`src/rtl/ecs_pkg.sv`:
```
`default_nettype none

package ecs_pkg;

  // floor numbers as carried on the stream
  localparam int unsigned FLOOR_W   = 5;
  // highest floor a FLOOR_W-bit number can name
  localparam int unsigned FLOOR_MAX = (1 << FLOOR_W) - 1;

  typedef logic [FLOOR_W-1:0] floor_t;

  // event kinds
  typedef enum logic [1:0] {
    CMD_CABIN  = 2'd0,
    CMD_FLOOR  = 2'd1,
    CMD_ARRIVE = 2'd2,
    CMD_PASS   = 2'd3
  } cmd_e;

  // travel direction
  typedef enum logic [1:0] {
    DIR_STAY = 2'd0,
    DIR_UP   = 2'd1,
    DIR_DOWN = 2'd2
  } dir_e;

endpackage

`default_nettype wire

```
`src/rtl/elevator_call_scheduler.sv`:
```
`default_nettype none

// Elevator call scheduler. Each input beat is one event: a cabin call, a floor call, an
// arrival at a floor or the passing of a floor (kind on s_axis_tuser, floor number from 1
// on s_axis_tdata). Every event gives exactly one output beat carrying the announced stop
// (meaningful only when m_axis_tuser is high), the travel direction and the busy flag.
// The block keeps a bitmap of requested floors, the current floor, the main target, the
// heading and a busy flag; the next stop comes from a priority scan of the bitmap from the
// current floor toward the target, though a cabin call between the two is itself the stop.
// Floor numbers of 0 or above NUM_FLOORS leave the state untouched and give a beat with no
// stop. Timing: an event is held in the input register, then one combinational pass feeds
// the state and output registers; one event is taken every cycle unless the output stalls.
// While a result waits to be read, a new event may still enter the input register if empty.
module elevator_call_scheduler #(
  parameter int NUM_FLOORS = 16
) (
  input  wire logic       clk_i,
  input  wire logic       rst_ni,
  input  wire logic       s_axis_tvalid,
  output logic            s_axis_tready,
  input  wire logic [7:0] s_axis_tdata,   // [4:0] floor_number, [7:5] zero
  input  wire logic [1:0] s_axis_tuser,   // [1:0] cmd
  output logic            m_axis_tvalid,
  input  wire logic       m_axis_tready,
  output logic [7:0]      m_axis_tdata,   // [4:0] stop_floor, [6:5] travel_dir, [7] busy_flag
  output logic [0:0]      m_axis_tuser    // [0] emit_valid
);

  // floors beyond what a floor number can name never get a request bit
  localparam int MAP_W = (NUM_FLOORS < int'(ecs_pkg::FLOOR_MAX)) ?
                         NUM_FLOORS : int'(ecs_pkg::FLOOR_MAX);

  // lowest requested floor, 0 if none
  function automatic ecs_pkg::floor_t lowest_req(input logic [MAP_W-1:0] v);
    ecs_pkg::floor_t r;
    r = '0;
    for (int i = MAP_W - 1; i >= 0; i--) begin
      if (v[i]) r = ecs_pkg::FLOOR_W'(i + 1);
    end
    return r;
  endfunction

  // highest requested floor, 0 if none
  function automatic ecs_pkg::floor_t highest_req(input logic [MAP_W-1:0] v);
    ecs_pkg::floor_t r;
    r = '0;
    for (int i = 0; i < MAP_W; i++) begin
      if (v[i]) r = ecs_pkg::FLOOR_W'(i + 1);
    end
    return r;
  endfunction

  // nearest request from pos toward tgt, pos included; 0 if none
  function automatic ecs_pkg::floor_t scan_stop(input logic [MAP_W-1:0] map,
                                                input ecs_pkg::floor_t pos,
                                                input ecs_pkg::floor_t tgt);
    logic [MAP_W-1:0] m;
    for (int i = 0; i < MAP_W; i++) begin
      if (tgt > pos) m[i] = map[i] && ((i + 1) >= int'(pos));
      else           m[i] = map[i] && ((i + 1) <= int'(pos));
    end
    return (tgt > pos) ? lowest_req(m) : highest_req(m);
  endfunction

  // handshake
  logic in_valid_q;
  logic out_ready;
  logic advance;
  logic s_accept;

  // input register
  ecs_pkg::cmd_e   in_cmd_q;
  ecs_pkg::floor_t in_floor_q;

  // scheduler state
  logic [MAP_W-1:0] map_q, map_d;
  ecs_pkg::floor_t  pos_q, pos_d;
  ecs_pkg::floor_t  tgt_q, tgt_d;
  ecs_pkg::dir_e    hd_q, hd_d;
  logic             busy_q, busy_d;

  // output register
  logic            out_valid_q;
  logic            emit_q, emit_d;
  ecs_pkg::floor_t stop_q, stop_d;

  // per-event working values
  logic             in_range;
  logic [MAP_W-1:0] fl_bit;
  ecs_pkg::floor_t  tgt_call;
  ecs_pkg::floor_t  tgt_ext;
  logic             call_between;
  logic             call_beyond;
  ecs_pkg::floor_t  scan_call;
  logic [MAP_W-1:0] map_arr;
  ecs_pkg::floor_t  tgt_arr;
  ecs_pkg::floor_t  scan_arr;

  assign out_ready     = !out_valid_q || m_axis_tready;
  assign advance       = in_valid_q && out_ready;
  assign s_axis_tready = !in_valid_q || out_ready;
  assign s_accept      = s_axis_tvalid && s_axis_tready;

  always_ff @(posedge clk_i or negedge rst_ni) begin
    if (!rst_ni) begin
      in_valid_q <= 1'b0;
    end else if (s_accept) begin
      in_valid_q <= 1'b1;
    end else if (advance) begin
      in_valid_q <= 1'b0;
    end
  end

  always_ff @(posedge clk_i) begin
    if (s_accept) begin
      in_cmd_q   <= ecs_pkg::cmd_e'(s_axis_tuser);
      in_floor_q <= s_axis_tdata[ecs_pkg::FLOOR_W-1:0];
    end
  end

  always_comb begin
    in_range = (in_floor_q != '0) && (int'(in_floor_q) <= NUM_FLOORS);
    fl_bit   = MAP_W'(1) << (in_floor_q - ecs_pkg::FLOOR_W'(1));

    // calls: adopt the floor as target when there is none
    tgt_call     = (tgt_q == '0) ? in_floor_q : tgt_q;
    call_between = ((hd_q == ecs_pkg::DIR_UP) && (in_floor_q < tgt_call) &&
                    (in_floor_q > pos_q)) ||
                   ((hd_q == ecs_pkg::DIR_DOWN) && (in_floor_q > tgt_call) &&
                    (in_floor_q < pos_q));
    // floor calls stretch the target past its end
    call_beyond  = ((hd_q == ecs_pkg::DIR_UP) && (in_floor_q > tgt_call)) ||
                   ((hd_q == ecs_pkg::DIR_DOWN) && (in_floor_q < tgt_call));
    tgt_ext      = ((in_cmd_q == ecs_pkg::CMD_FLOOR) && call_beyond) ? in_floor_q : tgt_call;
    scan_call    = scan_stop(map_q | fl_bit, pos_q, tgt_ext);

    // arrival: clear the floor, repick the target when it is reached
    map_arr  = map_q & ~fl_bit;
    if (in_floor_q == tgt_q) begin
      tgt_arr = (hd_q == ecs_pkg::DIR_UP) ? highest_req(map_arr) : lowest_req(map_arr);
    end else begin
      tgt_arr = tgt_q;
    end
    scan_arr = scan_stop(map_arr, in_floor_q, tgt_arr);
  end

  always_comb begin
    map_d  = map_q;
    pos_d  = pos_q;
    tgt_d  = tgt_q;
    hd_d   = hd_q;
    busy_d = busy_q;
    emit_d = 1'b0;
    stop_d = '0;
    if (advance && in_range) begin
      case (in_cmd_q)
        ecs_pkg::CMD_CABIN, ecs_pkg::CMD_FLOOR: begin
          busy_d = 1'b1;
          map_d  = map_q | fl_bit;
          emit_d = 1'b1;
          if ((in_cmd_q == ecs_pkg::CMD_CABIN) && call_between) begin
            tgt_d  = tgt_call;
            stop_d = in_floor_q;
          end else begin
            tgt_d  = tgt_ext;
            stop_d = (scan_call != '0) ? scan_call : in_floor_q;
            hd_d   = (pos_q > tgt_ext) ? ecs_pkg::DIR_DOWN : ecs_pkg::DIR_UP;
          end
        end
        ecs_pkg::CMD_ARRIVE: begin
          // arrivals while free are ignored
          if (busy_q) begin
            pos_d = in_floor_q;
            map_d = map_arr;
            tgt_d = tgt_arr;
            if (scan_arr != '0) begin
              hd_d   = (in_floor_q > tgt_arr) ? ecs_pkg::DIR_DOWN : ecs_pkg::DIR_UP;
              stop_d = scan_arr;
              emit_d = 1'b1;
            end else begin
              busy_d = 1'b0;
            end
          end
        end
        ecs_pkg::CMD_PASS: begin
          pos_d = in_floor_q;
        end
        default: begin
          pos_d = pos_q;
        end
      endcase
    end
  end

  always_ff @(posedge clk_i or negedge rst_ni) begin
    if (!rst_ni) begin
      map_q  <= '0;
      pos_q  <= ecs_pkg::FLOOR_W'(1);
      tgt_q  <= '0;
      hd_q   <= ecs_pkg::DIR_STAY;
      busy_q <= 1'b0;
    end else begin
      map_q  <= map_d;
      pos_q  <= pos_d;
      tgt_q  <= tgt_d;
      hd_q   <= hd_d;
      busy_q <= busy_d;
    end
  end

  // output beat
  always_ff @(posedge clk_i or negedge rst_ni) begin
    if (!rst_ni) begin
      out_valid_q <= 1'b0;
    end else if (advance) begin
      out_valid_q <= 1'b1;
    end else if (m_axis_tready) begin
      out_valid_q <= 1'b0;
    end
  end

  // direction and busy are read straight from the state, which only moves on advance
  always_ff @(posedge clk_i) begin
    if (advance) begin
      emit_q <= emit_d;
      stop_q <= stop_d;
    end
  end

  assign m_axis_tvalid = out_valid_q;
  assign m_axis_tdata  = {busy_q, hd_q, stop_q};
  assign m_axis_tuser  = emit_q;

endmodule

`default_nettype wire
```
`config.mk`:
```
export PLATFORM = sky130hd
export DESIGN_NAME = elevator_call_scheduler
export DESIGN_NICKNAME = d
export VERILOG_FILES = /design/src/rtl/ecs_pkg.sv /design/src/rtl/elevator_call_scheduler.sv
export SDC_FILE = /design/constraint.sdc
export NUM_CORES = 1
export LEC_CHECK = 0
export BUFFER_PORTS_ARGS = -buffer_cell sky130_fd_sc_hd__buf_2
export CAP_MARGIN = 20
export CORE_MARGIN = 2
export CORE_UTILIZATION = 46
export CTS_CLUSTER_DIAMETER = 150
export DETAILED_ROUTE_END_ITERATION = 16
export GPL_ROUTABILITY_DRIVEN = 0
export GPL_TIMING_DRIVEN = 0
export SLEW_MARGIN = 20
export SYNTH_ARGS = -nofsm -noshare
export SYNTH_HDL_FRONTEND = slang
export SYNTH_SLANG_ARGS = --single-unit
```
`constraint.sdc`:
```
create_clock -name clk_i -period 15.71 [get_ports clk_i]
set_clock_uncertainty 0.15 [all_clocks]
set_input_delay 1.571 -clock clk_i [delete_from_list [all_inputs] [get_ports clk_i]]
set_output_delay 1.571 -clock clk_i [all_outputs]
set_load 0.05 [all_outputs]
```
==> results of run 1 <==
## metrics by stage
step	area [sq um]	std cells	hold WS (ns)
after global routing	5190	806	0.384
after global placement	5060	798	0.316
final	5190	806	0.348
after CTS	5190	806	0.353
after detailed placement	5060	798	0.336
after floorplan	4790	641	0.299
## cells by family (layout without fill, tap and decap cells)
family,after synthesis,in the layout,synth area share (%)
buffers and inverters,53,82,5.02
XOR/XNOR,5,5,0.914
adder cells (fa/ha/maj),20,20,5.22
AND/OR/NAND/NOR,250,250,25.7
multiplexers,12,12,2.69
AO/OA/AOI/OAI,257,257,36.1
flip-flops,44,44,24.4
## cell usage after synthesis, types with 3 or more instances
| cell type | n |
|---|---|
| a211o_1 | 4 |
| a211oi_1 | 11 |
| a21boi_0 | 5 |
| a21o_1 | 5 |
| a21oi_1 | 61 |
| a221oi_1 | 4 |
| a22oi_1 | 6 |
| a31o_2 | 4 |
| a31oi_1 | 21 |
| and2_1 | 9 |
| and3_1 | 5 |
| buf_2 | 15 |
| clkbuf_1 | 14 |
| dfrtp_1 | 30 |
| edfxtp_1 | 13 |
| ha_1 | 20 |
| inv_1 | 19 |
| mux2_2 | 7 |
| mux2i_1 | 5 |
| nand2_1 | 60 |
| nand2b_1 | 13 |
| nand3_1 | 16 |
| nand3b_1 | 3 |
| nand4b_1 | 3 |
| nor2_1 | 76 |
| nor2b_1 | 12 |
| nor3_1 | 17 |
| nor4_1 | 7 |
| o211ai_1 | 7 |
| o21a_1 | 12 |
| o21ai_0 | 51 |
| o21ai_1 | 9 |
| o21bai_1 | 9 |
| o221ai_1 | 4 |
| o22ai_1 | 3 |
| o31ai_1 | 3 |
| or2_2 | 6 |
| or3_1 | 7 |
| xor2_1 | 3 |
## final cells by class
type	instances	area [sq um]	area share (%)
Clock buffer	6	82.6	1.59
Timing Repair Buffer	21	105	2.03
Clock inverter	2	38.8	0.748
Inverter	19	71.3	1.38
Multi-Input combinational cell	544	3380	65.2
Tap cell	136	170	3.28
Buffer	34	169	3.26
Sequential cell	44	1170	22.5
## routing by layer
layer  part of all wire, %  vias to the layer above
li1                      -                     2476
met1                    42                     2544
met2                    46                      258
met3                   8.9                       39
met4                   2.5                        0
met5                     0                        -
## power by group
group | switching [mW] | internal, mW
combinational | 0.519 | 0.295
clock | 0.0433 | 0.0521
sequential | 0.0339 | 0.147
## worst max-delay path by stage
stage / to / slack [ns] / depth (start not counted)
after floorplan: stop_q[0] / 10.16 / 23
after global placement: stop_q[0] / 9.38 / 24
after detailed placement: stop_q[0] / 9.34 / 23
after CTS: stop_q[0] / 9.29 / 24
after global routing: stop_q[1] / 8.57 / 24
final: stop_q[3] / 9.17 / 23
==> reports/metrics.cfg, run 1 <==
[critical_path]
cp_max_fo = 10
path_buf_inv = 1
crit_path_top_delay_cell = dfrtp_1
rrSetupSlack_ns = 9.17
cp-end-kind = register
arrival_ns = 6.53
crit_chain = nor4_1, nor2b_1, a21oi_1, ha_1, nor2b_1, o21a_1, o21a_1, o21ai_0, nand3b_1, a21oi_1, mux2_2, ha_1, nand4_1, o221ai_1, buf_2, nor2_1, a211oi_1, nor3_1, a221oi_1, o21ai_0, a21oi_1, a31oi_1, o21ai_0
crit_start = tgt_q[0]
required_ns = 15.70
cp-start-kind = register
cp_slowest_stage_delay_ns = 0.46
rr_startpoint = tgt_q[0]
r2r-end = stop_q[3]
critical-path-top-delay-family = compound AO/OA/AOI/OAI gates
path_class = register to register
rr_worst_depth = 23

[grt]
track_usage_pct = 30.0
grt_max_degree = 32
grt_first_pass_wirelength_um = 26400
use_met2_pct = 48.7
grt_overflow = 0
grt_antenna_before_repair = 0
grt_use_met3_pct = 5.46
top_usage_layer = met2
grt_use_met1_pct = 40.7
first_global_vias = 4993

[clocking]
cts.clk_slew.worst_paths_ns = 0.09
postCtsHoldBufs = 0
ctsLongestPathBuffers = 2
cts_sinks = 44
post_cts_buffers = 0
htreeDepth = 2
cts_resized = 0
cts_buffers = 5
cts_tree = done
clock_latency_ns = 0.31
clockRootBuffer = clkbuf_8

[die]
die_x_um = 106
fp.dieArea_sq_um = 11200
die_y_um = 106
num_rows = 37
core-area_sq_um = 10200
ios = 25
initial_core_util_pct = 46.8

[logic_synthesis]
synth_cells = 641
syn-num-nets = 675
synthTopCellsByArea = dfrtp_1, edfxtp_1, a21oi_1
yosys_warnings = 0
yosysTopAreaCell = dfrtp_1
synth_area_sq_um = 4790
async_reset_ff_share_pct = 70.5
synth_area_per_cell_sq_um = 7.47
synth_top_area_share_pct = 15.7
yosys_register_bits = 44
synthFlopType = dfrtp_1
ys_types = 84
synth_edf_count = 13
ys_seq_area_share_pct = 24.4

[routing]
route.detailed.drc = 0
detail-route-antenna-nets = 0
drt-initial-drc-count = 557
drt-wirelength-per-cell_um = 20.5
wl_um = 16500
vias = 5317
dr.pass1.iters = 9
post_drt_via_cell_ratio = 6.60

[flow_run]
max_cap_viol_count = 0

[final_layout]
area_delta_synth_final_pct = 8.28
fin_nets = 703
n_antenna_cell = 0
final_cell_mix = nor2_1, a21oi_1, nand2_1
layout-drive-gt1-share_pct = 12.5
final_common_cell = nor2_1
final_core_util_pct = 50.7
fillers = 1031

[hold_path]
hp-class = register to register
holdPathEnd = m_axis_tvalid
hold_start = in_valid_q
holdPathStages = 1

[power]
power_leakage_nw = 2.06
powerDensity_nw_per_um2 = 210
ir_drop_v = 0.0000986
power_mw = 1.09

[place]
dpl.hpwl_um = 12600
preCtsSetupSlack_ns = 9.34
io_buffers = 21

[timing]
fin_tns_setup_ns = 0
hold_viol_final = 0
relSlewSlack_pct = 42.1
max_freq_mhz = 153
fin_crit_sh_pct = 41.6
drv_slew = 0
setup_viol = 0
min_period_ns = 6.54
layout_setup_ws_ns = 9.17
rsz0062_at_grt = no
worstMarginPinSlew_ns = 0.844

[run_status]
status = complete, no violations

No activity file was read; power rests on OpenSTA's default activity.
==> inputs of run 2 (changes only) <==
clock period = 6.7 ns   (was 15.71 ns; I/O delays follow)
==> run 2 against run 1 <==
Compared with the run above:
- worst hold slack worse by 0.052 ns
- sequential share of layout area down 0.17 points
- clock power grew 140%
- count of clock-buffer cells in the layout stayed put
- die area stayed put
- via count grew 0.79%
- register-to-register slack lost 8.8 ns
- routed wire length up 1.1%
- non-clock buffer count unchanged
- critical endpoint is now stop_q[0]
- highest routed layer unchanged
==> reports/metrics.cfg, run 2 (synthesis results as in run 1) <==
[run_status]
status = complete, no violations

[critical_path]
path_common_cell = o21ai_0
rr_startpoint = tgt_q[0]
crit_path_top_delay_cell = dfrtp_1
rrSetupSlack_ns = 0.41  ; -8.76 ns
crit_start = tgt_q[0]
r2r-end = stop_q[0]
cp-start-kind = register
path_class = register to register
cp_slowest_stage_delay_ns = 0.47  ; about the same
required_ns = 6.61  ; -9.09 ns
cp-end-kind = register
rr_worst_depth = 24  ; +4.3%
cp_max_fo = 10  ; unchanged
crit_chain = nor4_1, nor2b_2, a21oi_1, ha_1, nor2b_1, o21a_1, o21a_1, o21ai_0, nand3b_1, a21oi_2, mux2_2, ha_1, nand4_1, o221ai_2, buf_2, buf_2, nand2_1, o221ai_1, o21ai_0, a221oi_1, o21ai_0, a31o_2, a221oi_1, a21oi_1
arrival_ns = 6.20  ; -0.33 ns

[routing]
drt-wirelength-per-cell_um = 20.7  ; +1.1%
drt-initial-drc-count = 693  ; +24%
detail-route-antenna-nets = 0  ; unchanged
met2_length_um = 7640  ; +0.29%
route.detailed.drc = 0  ; unchanged
wl_met3_um = 1470  ; -0.27%
vias = 5359  ; +0.79%
dr.pass1.iters = 7  ; -2
wl_met1_um = 7150  ; +2.0%
wl_um = 16700  ; +1.1%
post_drt_via_cell_ratio = 6.65  ; +0.79%
topRoutingLayerUsed = met4

[clocking]
cts_buffers = 5  ; unchanged
cts.clk_slew.worst_paths_ns = 0.09  ; about the same
cts_tree = done
htreeDepth = 2  ; unchanged
post_cts_buffers = 0  ; unchanged
ctsLongestPathBuffers = 2  ; unchanged
clock_latency_ns = 0.31  ; about the same
clockRootBuffer = clkbuf_8
cts_sinks = 44  ; unchanged

[power]
ir_drop_v = 0.000231  ; +130%
powerDensity_nw_per_um2 = 497  ; +140%
power_mw = 2.60  ; +140%
power_leakage_nw = 2.07  ; +0.55%

[timing]
hold_viol_final = 0  ; unchanged
drv_slew = 0  ; unchanged
relSlewSlack_pct = 40.4  ; -1.7 points
fin_tns_setup_ns = 0  ; unchanged
worstMarginPinSlew_ns = 0.869  ; +0.0251 ns
fin_crit_sh_pct = 93.9  ; +52 points
setup_viol = 0  ; unchanged
max_freq_mhz = 159  ; +4.0%
min_period_ns = 6.29  ; -0.252 ns
hold_ws_ns = 0.296  ; -0.0520 ns

[final_layout]
final_cell_mix = nor2_1, nand2_1, a21oi_1
layout-drive-gt1-share_pct = 13.9  ; +1.3 points
final_common_cell = nor2_1
n_antenna_cell = 0  ; unchanged
area_delta_synth_final_pct = 9.12
fin_nets = 703  ; unchanged
fillers = 1030  ; -0.097%

[grt]
grt_overflow = 0  ; unchanged
first_global_vias = 4993  ; unchanged
grt_max_degree = 32  ; unchanged
grt_first_pass_wirelength_um = 26400  ; unchanged
track_usage_pct = 30.0  ; unchanged
grt_antenna_before_repair = 0  ; unchanged

[hold_path]
hp-class = input port to async pin

[die]
die_x_um = 106  ; unchanged
die_y_um = 106  ; unchanged
core-area_sq_um = 10200  ; unchanged
num_rows = 37  ; unchanged
ios = 25  ; unchanged
initial_core_util_pct = 46.8  ; unchanged
fp.dieArea_sq_um = 11200  ; unchanged

[flow_run]
max_cap_viol_count = 0  ; unchanged

[place]
io_buffers = 21  ; unchanged
dpl.hpwl_um = 12600  ; unchanged

-- run 2: power by group --
group	internal (mW)	switching (mW)
Clock	0.122	0.103
Combinational	0.706	1.24
Sequential	0.345	0.0800
-- run 2: per-layer routing --
metal  GRT usage [%]  vias up
li1                -     2480
met1            40.7     2560
met2            48.7      274
met3            5.46       45
met4            8.93        0
met5               0        -
-- run 2: critical path, delay by kind of cell (launching register included) --
family	cells	cell delay (ns)
simple gates	6	1.21
flops	1	0.47
buf+inv	2	0.51
compound gates	13	2.64
fa+ha+maj	2	0.63
mux	1	0.43
-- run 2: area by class of cell --
class	instances	area, sq um	area share [%]
plain buffers	34	170	3.26
clock buffers	6	82.6	1.58
clock inverters	2	38.8	0.742
inverters	19	71.3	1.36
multi-input cells	544	3420	65.5
flip-flops and latches	44	1170	22.3
well taps	136	170	3.26
repair buffers	21	105	2.01
-- run 2: how the worst max path moves through the flow --
stage	endpoint	slack, ns	depth (start not counted)
6_report	stop_q[0]	0.41	24
5_1_grt	stop_q[1]	-0.04	23
4_1_cts	stop_q[0]	0.28	24
3_5_place_dp	stop_q[0]	0.33	23
3_3_place_gp	stop_q[0]	0.37	24
2_1_floorplan	stop_q[0]	1.15	23
-- run 2: timing repair --
action                                  in CTS  in global routing
hold buffers                                 0                  0
endpoints found under the setup margin       0                  5
resized for setup                            0                 11
-- run 2: per-stage QoR --
stage	setup slack (ns)	utilization, %	cells	instance area [sq um]
5_1_grt	-0.0438	51.1	806	5230
4_1_cts	0.276	50.7	806	5190
6_report	0.409	51.1	806	5230
2_1_floorplan	1.15	-	641	4790
3_3_place_gp	0.366	49.5	798	5060
3_5_place_dp	0.326	49.5	798	5060
==> inputs of run 3 (changes only) <==
clock period = 6.1 ns   (was 6.7 ns; I/O delays follow)
==> run 3 against run 2 <==
Compared with the run above:
- worst hold slack lost 0.053 ns
- register-to-register slack got worse by 0.24 ns
- cell area is 7.7% higher
- maximum frequency increased by 6.2%
- utilization is 3.9 points higher
- clock power is 9.3% higher
- power increased by 23%
- combinational power up 26%
- count of clock-buffer cells in the layout stayed put
- flip-flop and latch count unchanged
==> reports/metrics.cfg, run 3 (synthesis results as in run 1) <==
[critical_path]
critical-path-top-delay-family = compound AO/OA/AOI/OAI gates
path_class = register to register
required_ns = 6.00  ; -0.61 ns
cp-end-kind = register
cp_slowest_stage_delay_ns = 0.46  ; about the same
arrival_ns = 5.83  ; -0.37 ns
r2r-end = stop_q[4]
rr_startpoint = tgt_q[4]
path_buf_inv = 3  ; +1
cp_max_fo = 10  ; unchanged
crit_path_top_delay_cell = dfrtp_2
cp-start-kind = register
rr_worst_depth = 24  ; unchanged
path_common_cell = o21a_1
crit_chain = nor4_4, nor2b_4, a21oi_1, ha_1, nor2b_1, o21a_1, o21a_1, o21a_1, o211ai_1, a21oi_4, mux2_4, ha_1, nand4_1, o221ai_4, buf_6, buf_4, a211oi_2, nor3_1, a221oi_1, o21ai_1, buf_4, a21oi_2, a41oi_1, o32ai_1
rrSetupSlack_ns = 0.17  ; -0.24 ns

[run_status]
status = complete, no violations

[final_layout]
layout-drive-gt1-share_pct = 20.5  ; +6.6 points
final_common_cell = nor2_1
fin_nets = 721  ; +2.6%
area_delta_synth_final_pct = 17.5
instances_no_fill = 824  ; +2.2%
final_cell_mix = nor2_1, nand2_1, a21oi_1
final_core_util_pct = 55.0  ; +3.9 points
final_area_sq_um = 5630  ; +7.7%
n_antenna_cell = 0  ; unchanged

[die]
initial_core_util_pct = 46.8  ; unchanged
core-area_sq_um = 10200  ; unchanged
die_y_um = 106  ; unchanged
die_x_um = 106  ; unchanged
ios = 25  ; unchanged
fp.dieArea_sq_um = 11200  ; unchanged
num_rows = 37  ; unchanged

[hold_path]
hp-class = input port to async pin

[clocking]
clock_latency_ns = 0.31  ; about the same
cts_buffers = 5  ; unchanged
htreeDepth = 2  ; unchanged
postCtsHoldBufs = 0  ; unchanged
ctsLongestPathBuffers = 2  ; unchanged
cts.clk_slew.worst_paths_ns = 0.10  ; about the same
cts_tree = done
clockRootBuffer = clkbuf_8
cts_sinks = 44  ; unchanged

[routing]
route.detailed.drc = 0  ; unchanged
drt-initial-drc-count = 600  ; -13%
post_drt_via_cell_ratio = 6.57  ; -1.2%
vias = 5413  ; +1.0%
dr.pass1.iters = 6  ; -1
wl_um = 17200  ; +3.3%
drt-wirelength-per-cell_um = 20.9  ; +1.1%
detail-route-antenna-nets = 0  ; unchanged

[place]
placed_area_sq_um = 5060  ; unchanged
io_buffers = 21  ; unchanged
dpl.hpwl_um = 12600  ; unchanged
preCtsSetupSlack_ns = -0.274  ; -0.600 ns
place_inst = 798  ; unchanged

[grt]
grt_first_pass_wirelength_um = 26600  ; +0.73%
grt_max_degree = 32  ; unchanged
grt_antenna_before_repair = 0  ; unchanged
grt_overflow = 0  ; unchanged
first_global_vias = 5037  ; +0.88%
track_usage_pct = 30.2  ; +0.18 points

[timing]
worstMarginPinSlew_ns = 0.882  ; +0.0121 ns
setup_viol = 0  ; unchanged
relSlewSlack_pct = 39.5  ; -0.83 points
fin_crit_sh_pct = 97.2  ; +3.3 points
hold_ws_ns = 0.244  ; -0.0527 ns
layout_setup_ws_ns = 0.174  ; -0.235 ns
min_period_ns = 5.93  ; -0.365 ns
fin_tns_setup_ns = 0  ; unchanged
max_freq_mhz = 169  ; +6.2%
drv_slew = 0  ; unchanged
hold_viol_final = 0  ; unchanged

[power]
power_mw = 3.18  ; +23%
powerDensity_nw_per_um2 = 566  ; +14%
ir_drop_v = 0.000300  ; +30%
power_leakage_nw = 2.23  ; +7.7%

[flow_run]
max_cap_viol_count = 0  ; unchanged

## run 3: power breakdown
part / internal [mW] / leakage (nW) / switching (mW)
Sequential: 0.382 / 0.507 / 0.0991
Combinational: 0.970 / 1.66 / 1.49
Clock: 0.134 / 0.0614 / 0.112
## run 3: layout make-up
| type | instances | area [sq um] |
|---|---|---|
| fill | 1005 | 4600 |
| multi-input combinational | 544 | 3650 |
| sequential | 44 | 1170 |
| timing repair buffer | 40 | 251 |
| buffer | 33 | 185 |
| tap | 136 | 170 |
| clock buffer | 6 | 82.6 |
| inverter | 19 | 71.3 |
| clock inverter | 2 | 38.8 |
## run 3: routing by layer
metal / vias to the layer above / part of all wire (%) / GRT usage (%)
met3: 42 / 7.5 / 5.40
met5: - / 0 / 0
met2: 275 / 47 / 49.2
li1: 2515 / - / -
met1: 2581 / 43 / 40.7
met4: 0 / 2.6 / 9.40
## run 3: worst max path at each step
stage               startpoint   endpoint  slack, ns  cells after the start
floorplan             tgt_q[0]  stop_q[0]       0.55                     23
detailed placement    tgt_q[0]  stop_q[0]      -0.27                     23
global placement      tgt_q[0]  stop_q[0]      -0.23                     24
global route          tgt_q[4]  stop_q[1]      -0.09                     23
finish                tgt_q[4]  stop_q[4]       0.17                     24
CTS                   tgt_q[0]  stop_q[0]      0.003                     24
## run 3: repair_timing
| item | CTS | global route |
|---|---|---|
| gates cloned | 0 | 1 |
| setup endpoints to repair | 5 | 9 |
| resized for setup | 9 | 65 |
| buffers inserted | 0 | 18 |
| pin swaps | 0 | 18 |
